### src/hw/rtl/dd_pkg.sv
package dd_pkg;

  // Fixed field widths of the two channels
  localparam int OPCODE_W = 3;
  localparam int PIDX_W   = 3;
  localparam int RIDX_W   = 2;
  localparam int AMOUNT_W = 16;
  localparam int MASK_W   = 8;

  // Configuration port
  localparam int CFG_IDX_W  = 2;
  localparam int CFG_DATA_W = 4;

  localparam logic [CFG_IDX_W-1:0] CFG_PROCS_IN_USE     = 2'd0;
  localparam logic [CFG_IDX_W-1:0] CFG_RESOURCES_IN_USE = 2'd1;

  localparam logic [3:0] PROCS_IN_USE_RESET     = 4'd8;
  localparam logic [2:0] RESOURCES_IN_USE_RESET = 3'd4;

  // Opcodes
  localparam logic [OPCODE_W-1:0] OP_LOAD_EXISTING  = 3'd0;
  localparam logic [OPCODE_W-1:0] OP_LOAD_AVAILABLE = 3'd1;
  localparam logic [OPCODE_W-1:0] OP_LOAD_ALLOC     = 3'd2;
  localparam logic [OPCODE_W-1:0] OP_LOAD_REQUEST   = 3'd3;
  localparam logic [OPCODE_W-1:0] OP_RUN            = 3'd4;

  typedef struct packed {
    logic [OPCODE_W-1:0] opcode;
    logic [PIDX_W-1:0]   proc_index;
    logic [RIDX_W-1:0]   resource_index;
    logic [AMOUNT_W-1:0] amount;
  } in_item_t;

  typedef struct packed {
    logic              deadlocked;
    logic [MASK_W-1:0] stuck_mask;
    logic [MASK_W-1:0] impossible_mask;
  } out_item_t;

endpackage

### src/hw/rtl/deadlock_detection.sv
// Channel   Handshake              Payload                   Direction
// in_       in_valid / in_ready    dd_pkg::in_item_t         input
// out_      out_valid / out_ready  dd_pkg::out_item_t        output
// cfg_      cfg_valid / cfg_ready  cfg_index, cfg_data       input
//
// A load is written as it is taken; the next item is taken in the following cycle.
// A run scans each process and resource for impossibility (request plus alloc
// above existing), then makes passes: finished and impossible processes are
// skipped without a read, the rest checked against work, and each that can
// finish adds its allocation to work; at most P+1 passes (P = processes in use)
// before the result is loaded. Every compare and add uses one shared saturating
// adder and comparator, fed by the single registered read port of both memories.
// Reset (rst_n low, synchronous) idles the sequencer and drops any held result.
// A finished result waits in the output register; the sequencer holds until it is free.
module deadlock_detection #(
  parameter int MAX_PROCS     = 8,
  parameter int MAX_RESOURCES = 4,
  parameter int COUNT_WIDTH   = 16
) (
  input  logic                               clk,
  input  logic                               rst_n,
  input  logic                               in_valid,
  output logic                               in_ready,
  input  dd_pkg::in_item_t                   in_data,
  output logic                               out_valid,
  input  logic                               out_ready,
  output dd_pkg::out_item_t                  out_data,
  input  logic                               cfg_valid,
  output logic                               cfg_ready,
  input  logic [dd_pkg::CFG_IDX_W-1:0]       cfg_index,
  input  logic [dd_pkg::CFG_DATA_W-1:0]      cfg_data
);

  localparam int PIW   = (MAX_PROCS > 1) ? $clog2(MAX_PROCS) : 1;
  localparam int RIW   = (MAX_RESOURCES > 1) ? $clog2(MAX_RESOURCES) : 1;
  localparam int DEPTH = MAX_PROCS * MAX_RESOURCES;
  localparam int AW    = (DEPTH > 1) ? $clog2(DEPTH) : 1;

  typedef enum logic [4:0] {
    ST_IDLE = 5'b00001,
    ST_IMP  = 5'b00010,
    ST_CHK  = 5'b00100,
    ST_ADD  = 5'b01000,
    ST_FIN  = 5'b10000
  } state_t;

  state_t                  state_r, state_nxt;
  logic [PIW-1:0]          i_r, i_nxt;
  logic [RIW-1:0]          k_r, k_nxt;
  logic                    ph_r, ph_nxt;
  logic                    fail_r, fail_nxt;
  logic                    prog_r, prog_nxt;
  logic [MAX_PROCS-1:0]    imp_r, imp_nxt;
  logic [MAX_PROCS-1:0]    done_r, done_nxt;
  logic [COUNT_WIDTH-1:0]  work_r [MAX_RESOURCES];
  logic [COUNT_WIDTH-1:0]  work_nxt [MAX_RESOURCES];
  logic                    out_valid_r, out_valid_nxt;
  dd_pkg::out_item_t       out_r, out_nxt;
  logic [3:0]              procs_r, procs_nxt;
  logic [2:0]              res_r, res_nxt;

  logic [COUNT_WIDTH-1:0]  existing_r [MAX_RESOURCES];
  logic [COUNT_WIDTH-1:0]  avail_r [MAX_RESOURCES];
  logic [COUNT_WIDTH-1:0]  alloc_mem [DEPTH];
  logic [COUNT_WIDTH-1:0]  req_mem [DEPTH];
  logic [COUNT_WIDTH-1:0]  alloc_q, req_q;

  logic                    in_acc, run_acc;
  logic                    p_ok, r_ok;
  logic                    we_exist, we_avail, we_alloc, we_req;
  logic [COUNT_WIDTH-1:0]  amt_c;
  logic [RIW-1:0]          wr_ridx;
  logic [AW-1:0]           waddr, raddr;

  logic [31:0]             np_lim, nr_lim;
  logic                    i_last, k_last;
  logic [MAX_PROCS-1:0]    inuse, stuck;

  logic [COUNT_WIDTH-1:0]  sum_a, sum_sat, cmp_a, cmp_b;
  logic [COUNT_WIDTH:0]    sum_raw;
  logic                    gt;
  logic                    adv, adv_prog;

  // ---------------------------------------------------------------------------
  // Handshakes
  // ---------------------------------------------------------------------------
  assign in_ready  = (state_r == ST_IDLE);
  assign cfg_ready = 1'b1;
  assign out_valid = out_valid_r;
  assign out_data  = out_r;

  assign in_acc  = in_valid && in_ready;
  assign run_acc = in_acc && (in_data.opcode == dd_pkg::OP_RUN);

  // ---------------------------------------------------------------------------
  // Load decode: drop loads whose index is outside the stores
  // ---------------------------------------------------------------------------
  assign p_ok    = (32'(in_data.proc_index) < MAX_PROCS);
  assign r_ok    = (32'(in_data.resource_index) < MAX_RESOURCES);
  assign amt_c   = COUNT_WIDTH'(in_data.amount);
  assign wr_ridx = RIW'(in_data.resource_index);
  assign waddr   = AW'(32'(in_data.proc_index) * MAX_RESOURCES
                       + 32'(in_data.resource_index));

  always_comb begin
    we_exist = 1'b0;
    we_avail = 1'b0;
    we_alloc = 1'b0;
    we_req   = 1'b0;
    unique case (in_data.opcode)
      dd_pkg::OP_LOAD_EXISTING:  we_exist = in_acc && r_ok;
      dd_pkg::OP_LOAD_AVAILABLE: we_avail = in_acc && r_ok;
      dd_pkg::OP_LOAD_ALLOC:     we_alloc = in_acc && r_ok && p_ok;
      dd_pkg::OP_LOAD_REQUEST:   we_req   = in_acc && r_ok && p_ok;
      default: ;
    endcase
  end

  // ---------------------------------------------------------------------------
  // Effective counts: zero counts as one, clamp to the store size
  // ---------------------------------------------------------------------------
  assign np_lim = (procs_r == '0) ? 32'd1 :
                  ((32'(procs_r) > MAX_PROCS) ? 32'(MAX_PROCS) : 32'(procs_r));
  assign nr_lim = (res_r == '0) ? 32'd1 :
                  ((32'(res_r) > MAX_RESOURCES) ? 32'(MAX_RESOURCES) : 32'(res_r));

  assign i_last = (32'(i_r) + 32'd1 == np_lim);
  assign k_last = (32'(k_r) + 32'd1 == nr_lim);

  always_comb begin
    for (int p = 0; p < MAX_PROCS; p++) begin
      inuse[p] = (32'(p) < np_lim);
    end
  end

  assign stuck = inuse & ~done_r;

  // ---------------------------------------------------------------------------
  // Matrix read address follows the sequencer; the registered read data arrives later
  // ---------------------------------------------------------------------------
  assign raddr = AW'(32'(i_r) * MAX_RESOURCES + 32'(k_r));

  // ---------------------------------------------------------------------------
  // Shared saturating adder and comparator
  //   scan:  (request + alloc) > existing
  //   check: request > work
  //   add:   work + alloc
  // ---------------------------------------------------------------------------
  assign sum_a   = (state_r == ST_IMP) ? req_q : work_r[k_r];
  assign sum_raw = {1'b0, sum_a} + {1'b0, alloc_q};
  assign sum_sat = sum_raw[COUNT_WIDTH] ? '1 : sum_raw[COUNT_WIDTH-1:0];
  assign cmp_a   = (state_r == ST_IMP) ? sum_sat : req_q;
  assign cmp_b   = (state_r == ST_IMP) ? existing_r[k_r] : work_r[k_r];
  assign gt      = (cmp_a > cmp_b);

  // ---------------------------------------------------------------------------
  // Sequencer
  // ---------------------------------------------------------------------------
  always_comb begin
    state_nxt     = state_r;
    i_nxt         = i_r;
    k_nxt         = k_r;
    ph_nxt        = ph_r;
    fail_nxt      = fail_r;
    prog_nxt      = prog_r;
    imp_nxt       = imp_r;
    done_nxt      = done_r;
    work_nxt      = work_r;
    out_valid_nxt = out_valid_r;
    out_nxt       = out_r;
    procs_nxt     = procs_r;
    res_nxt       = res_r;
    adv           = 1'b0;
    adv_prog      = prog_r;

    // Drop the held result once it has been transferred
    if (out_valid_r && out_ready) begin
      out_valid_nxt = 1'b0;
    end

    if (cfg_valid && cfg_ready) begin
      if (cfg_index == dd_pkg::CFG_PROCS_IN_USE) begin
        procs_nxt = cfg_data[3:0];
      end else if (cfg_index == dd_pkg::CFG_RESOURCES_IN_USE) begin
        res_nxt = cfg_data[2:0];
      end
    end

    unique case (state_r)
      ST_IDLE: begin
        if (run_acc) begin
          imp_nxt   = '0;
          done_nxt  = '0;
          i_nxt     = '0;
          k_nxt     = '0;
          ph_nxt    = 1'b0;
          fail_nxt  = 1'b0;
          prog_nxt  = 1'b0;
          work_nxt  = avail_r;
          state_nxt = ST_IMP;
        end
      end

      ST_IMP: begin
        if (!ph_r) begin
          ph_nxt = 1'b1;
        end else begin
          ph_nxt = 1'b0;
          if (gt) begin
            imp_nxt[i_r] = 1'b1;
          end
          if (k_last) begin
            k_nxt = '0;
            if (i_last) begin
              i_nxt     = '0;
              state_nxt = ST_CHK;
            end else begin
              i_nxt = i_r + PIW'(1);
            end
          end else begin
            k_nxt = k_r + RIW'(1);
          end
        end
      end

      ST_CHK: begin
        if (!ph_r) begin
          // Skip finished and impossible processes without a read
          if (imp_r[i_r] || done_r[i_r]) begin
            adv = 1'b1;
          end else begin
            ph_nxt = 1'b1;
          end
        end else begin
          ph_nxt = 1'b0;
          if (k_last) begin
            k_nxt    = '0;
            fail_nxt = 1'b0;
            if (!(fail_r || gt)) begin
              state_nxt = ST_ADD;
            end else begin
              adv = 1'b1;
            end
          end else begin
            k_nxt    = k_r + RIW'(1);
            fail_nxt = fail_r || gt;
          end
        end
      end

      ST_ADD: begin
        if (!ph_r) begin
          ph_nxt = 1'b1;
        end else begin
          ph_nxt        = 1'b0;
          work_nxt[k_r] = sum_sat;
          if (k_last) begin
            k_nxt         = '0;
            done_nxt[i_r] = 1'b1;
            adv           = 1'b1;
            adv_prog      = 1'b1;
          end else begin
            k_nxt = k_r + RIW'(1);
          end
        end
      end

      ST_FIN: begin
        // Hold here until the output register is free
        if (!out_valid_r || out_ready) begin
          out_valid_nxt           = 1'b1;
          out_nxt.deadlocked      = |stuck;
          out_nxt.stuck_mask      = dd_pkg::MASK_W'(stuck);
          out_nxt.impossible_mask = dd_pkg::MASK_W'(imp_r);
          state_nxt               = ST_IDLE;
        end
      end

      default: state_nxt = ST_IDLE;
    endcase

    // Advance to the next process; after the last one, start another pass
    // only if this pass finished something
    if (adv) begin
      if (i_last) begin
        i_nxt = '0;
        if (adv_prog) begin
          prog_nxt  = 1'b0;
          state_nxt = ST_CHK;
        end else begin
          state_nxt = ST_FIN;
        end
      end else begin
        i_nxt     = i_r + PIW'(1);
        prog_nxt  = adv_prog;
        state_nxt = ST_CHK;
      end
    end
  end

  always_ff @(posedge clk) begin
    if (!rst_n) begin
      state_r     <= ST_IDLE;
      i_r         <= '0;
      k_r         <= '0;
      ph_r        <= 1'b0;
      fail_r      <= 1'b0;
      prog_r      <= 1'b0;
      imp_r       <= '0;
      done_r      <= '0;
      out_valid_r <= 1'b0;
      procs_r     <= dd_pkg::PROCS_IN_USE_RESET;
      res_r       <= dd_pkg::RESOURCES_IN_USE_RESET;
    end else begin
      state_r     <= state_nxt;
      i_r         <= i_nxt;
      k_r         <= k_nxt;
      ph_r        <= ph_nxt;
      fail_r      <= fail_nxt;
      prog_r      <= prog_nxt;
      imp_r       <= imp_nxt;
      done_r      <= done_nxt;
      out_valid_r <= out_valid_nxt;
      procs_r     <= procs_nxt;
      res_r       <= res_nxt;
    end
  end

  // Payload registers
  always_ff @(posedge clk) begin
    work_r <= work_nxt;
    out_r  <= out_nxt;
    if (we_exist) begin
      existing_r[wr_ridx] <= amt_c;
    end
    if (we_avail) begin
      avail_r[wr_ridx] <= amt_c;
    end
  end

  // Allocation and request memories: one write port, one registered read port
  always_ff @(posedge clk) begin
    if (we_alloc) begin
      alloc_mem[waddr] <= amt_c;
    end
    if (we_req) begin
      req_mem[waddr] <= amt_c;
    end
    alloc_q <= alloc_mem[raddr];
    req_q   <= req_mem[raddr];
  end

  // ---------------------------------------------------------------------------
  // Assertions
  // ---------------------------------------------------------------------------
  a_state_onehot: assert property (@(posedge clk) disable iff (!rst_n)
    $onehot(state_r))
    else $error("sequencer state not one-hot");

  a_run_starts_scan: assert property (@(posedge clk) disable iff (!rst_n)
    run_acc |=> (state_r == ST_IMP) && (done_r == '0) && (imp_r == '0))
    else $error("run transfer did not start the impossibility scan");

  a_imp_never_done: assert property (@(posedge clk) disable iff (!rst_n)
    (imp_r & done_r) == '0)
    else $error("impossible process marked finished");

  a_done_in_use: assert property (@(posedge clk) disable iff (!rst_n)
    (state_r != ST_IDLE) |-> ((done_r & ~inuse) == '0))
    else $error("process outside the in-use set finished");

  a_imp_subset_stuck: assert property (@(posedge clk) disable iff (!rst_n)
    out_valid_r |-> ((out_r.impossible_mask & ~out_r.stuck_mask) == '0))
    else $error("impossible process reported as not stuck");

endmodule
### config.mk
export PLATFORM = sky130hd
export DESIGN_NAME = deadlock_detection
export DESIGN_NICKNAME = d
export VERILOG_FILES = /design/src/hw/rtl/dd_pkg.sv /design/src/hw/rtl/deadlock_detection.sv
export SDC_FILE = /design/constraint.sdc
export NUM_CORES = 1
export LEC_CHECK = 0
export BUFFER_PORTS_ARGS = -buffer_cell sky130_fd_sc_hd__clkbuf_2
export CORE_UTILIZATION = 44
export CTS_BUF_LIST = sky130_fd_sc_hd__clkbuf_2 sky130_fd_sc_hd__clkbuf_4 sky130_fd_sc_hd__clkbuf_8
export CTS_CLUSTER_DIAMETER = 150
export DETAILED_ROUTE_END_ITERATION = 7
export GPL_TIMING_DRIVEN = 1
export PLACE_DENSITY = 0.67
export SLEW_MARGIN = 30
export SYNTH_ARGS = -nofsm -noshare
export SYNTH_HDL_FRONTEND = slang
export SYNTH_SLANG_ARGS = --single-unit
### constraint.sdc
create_clock -name clk -period 10.5 [get_ports clk]
set_input_delay 1.05 -clock clk [delete_from_list [all_inputs] [get_ports clk]]
set_output_delay 1.05 -clock clk [all_outputs]
set_load 0.01 [all_outputs]
==> results.ini <==
[placed_design]
gp_congestion = 0.872
post-dp-hpwl_um = 72200
dpl.cell_count = 4117
port_buffers = 53

[clock_tree]
clk_path_buf_depth = 3
cts_buffers = 196
tritoncts = built
cts_hold_buf = 0
clockRootBuffer = clkbuf_8
clkTransAtPathRegs_ps = 60
h-tree-depth = 4
cts_sinks = 1304
cts_resized = 0
clk_latency_ps = 870
postCtsSetupRepairBufs = 0

[power]
irDropWorstVdd_mv = 0.126
power_frac_clock_pct = 40.9
p_comb_share_pct = 1.6
seq_power_share_pct = 57.5
internal_power_w = 0.00787
power_switching_w = 0.00205
p_sw_share_pct = 20.7
total_power_w = 0.00992
powerDensity_mw_per_mm2 = 173
p_leak_nw = 18.1

[timing]
setup_viol_count_final = 0
fin_crit_sh_pct = 63.1
relSlewSlack_pct = 32.8
fmax_mhz = 151
hold_viol = 0
finalCriticalPeriod_ps = 6620
tns_ps = 0
fin_worst_skew_ps = 46.8
worst_hold_slack_ps = 441
worst_slew_pin_slew_ps = 1010
grt_setup_unrepaired = no
report.final.slew_viol_count = 0

[route]
routed.top_layer = met5
wl_met2_um = 59900
via_per_inst = 5.79
antenna_left = 0
wl_per_cell_um = 27.1
route.met3.wl_um = 10300
drcViolationCount = 0
wirelength_um = 122000
wl_met1_um = 49000
drt_iter0_markers = 2826
first_pass_iters = 5
vias = 26010

[die]
io_pins = 55
fp.dieArea_mm2 = 0.116
fp.dieH_um = 341
die_x_um = 341
row_count = 124
core_area_mm2 = 0.114
start_util_pct = 44.3

[run]
cap_violations = 0

[setup_path]
end_kind = flip-flop
path_cells = nor2_1 > nor4bb_4 > buf_4 > nand2_1 > nand2_1 > ha_1 > inv_1 > fa_1 > nand2b_1 > a21oi_1 > o31a_1 > o221a_2 > nor4b_1 > o21ai_0 > mux2_2 > ha_1 > nand4_1 > nor4_1 > a21boi_0 > nor3_1 > o21ai_1 > a21oi_1 > nor2_1
worstPathArrival_ps = 7420
crit_family = compound AO/OA/AOI/OAI gates
crit_required_ps = 11300
crit_path_max_fanout = 37
cp_num_buf_inv = 2
cpMaxStageDelayCell = o21ai_1
path_class = reg2reg
start_kind = flip-flop
critical_path.max_stage_delay_ps = 590

[global_routing]
track_usage_pct = 21.0
grt_first_pass_wirelength_um = 177000
grt_overflow = 0
grt_start_max_net_pins = 133
grt_pass1_vias = 26257
antenna_found_initial = 6

[synthesis]
postSynthAreaPerCell_um2 = 19.7
synth_ff_type = edfxtp_1
ys.warnings.count = 0
synthCells = 2577
ys_seq_elements = 1304
syn_area_mm2 = 0.0506
synth-edff-count = 1233
yosysUniqueCellTypes = 80
synth-seq-area-share_pct = 75.9
syn-num-nets = 2650
ys_async_sr_fraction_pct = 0

[layout]
final_cell_mix = edfxtp_1 (1233), mux4_2 (288), clkbuf_8 (206)
fill_cells = 9117
nNetsFinal = 2879
area_growth_pct = 13.0
final_common_cell = edfxtp_1
final_layout_size_suffix_gt1_share_pct = 27.1
stdcell_count = 4490

[min_path]
hold_path.class = in2reg

[outcome]
status = finished clean

routing by layer:
metal	vias up	track usage, %
li1	11099	-
met1	13565	29.1
met2	1183	34.2
met3	157	4.28
met4	6	5.25
met5	-	0
synth_stat cells, drive strengths merged (3+ instances only):
library cell  instances  area share (%)
a22oi               129             1.9
xnor2                 6            0.10
dfxtp                71             2.8
nand2b               10            0.14
nand3                18            0.18
buf                  49            0.47
xor2                  7            0.12
a21oi                46            0.45
or3                   3           0.037
nor2                138             1.1
nor3                 23            0.25
o21a                  3           0.044
o211ai                5           0.074
nor2b                12            0.15
o211a                 4           0.079
ha                   37            0.91
nor4                  4           0.049
nand3b                6           0.089
edfxtp             1233              73
a22o                 15            0.26
nand4                36            0.44
mux2i                 8            0.16
nor3b                 4           0.089
mux4                288              13
o31a                  3           0.052
nand2               158             1.2
and2                  7           0.086
or2                   5           0.062
clkbuf               83            0.62
and3                  6           0.074
inv                  12           0.089
o21ai                78            0.77
a21o                  8            0.12
a21boi               18            0.27
worst reg2reg max path, delay by kind of cell (launching register included):
family	cells	cell delay [ps]
AO/OA/AOI/OAI	7	2420
multiplexers	1	280
buffers and inverters	2	510
adder cells (fa/ha/maj)	3	790
flip-flops	1	330
AND/OR/NAND/NOR	10	2220
worst paths after layout:
| path | from | endpoint | slack [ps] | cells after the start |
|---|---|---|---|---|
| min | cfg_data[3] | procs_r[3] | 440 | 3 |
| max reg2reg | state_r[4] | imp_r[7] | 3880 | 23 |
| max | state_r[4] | imp_r[7] | 3880 | 23 |
| min reg2reg | imp_r[5] | out_data[5] | 450 | 0 |
flip-flops by register name, summed over array words and instances (netlist names), 3 cells and up, named ones only:
name / cells
alloc_mem: 512
req_mem: 512
avail_r: 64
existing_r: 64
work_r: 64
out_data: 17
alloc_q: 16
req_q: 16
done_r: 8
imp_r: 8
state_r: 5
procs_r: 4
i_r: 3
res_r: 3
cell type report:
cell class                 instances  area [µm²]  area share (%)
timing repair buffer             163        1200            2.09
tap                             1512        1890            3.31
clock buffer                     275        3350            5.86
multi-input combinational       1129       11700            20.5
inverter                          12        45.0          0.0787
antenna                            4        10.0          0.0175
clock inverter                    91         537           0.938
sequential                      1304       38500            67.2
per-stage QoR:
| step | worst slack, ps | util [%] | cell area, µm² |
|---|---|---|---|
| 3_3_place_gp | 3850 | 46.6 | 53200 |
| 5_1_grt | 3210 | 50.1 | 57200 |
| 2_1_floorplan | 4970 | - | 50600 |
| 4_1_cts | 3600 | 50.0 | 57100 |
| 3_5_place_dp | 3660 | 46.6 | 53200 |
| 6_report | 3880 | 50.1 | 57200 |
cells by family after synthesis:
kind of cell / Yosys count / share of synthesized area (%)
AO/OA/AOI/OAI: 336 / 4.57
XOR/XNOR: 14 / 0.272
adder cells (fa/ha/maj): 38 / 0.954
buffers and inverters: 144 / 1.17
flip-flops: 1304 / 75.9
multiplexers: 298 / 13.0
other: 1 / 0.00740
AND/OR/NAND/NOR: 442 / 4.10
power by group through the flow:
| stage | combinational, W | sequential [W] | clock [W] |
|---|---|---|---|
| 4_1_cts | 0.000159 | 0.00570 | 0.00413 |
| 5_1_grt | 0.000171 | 0.00570 | 0.00434 |
| 3_5_place_dp | 0.000159 | 0.00581 | 0 |
| 6_report | 0.000159 | 0.00570 | 0.00406 |
| 2_1_floorplan | 0.0000421 | 0.00581 | 0 |
| 3_3_place_gp | 0.000149 | 0.00581 | 0 |
Note: power is estimated with default switching activity, not from simulation.
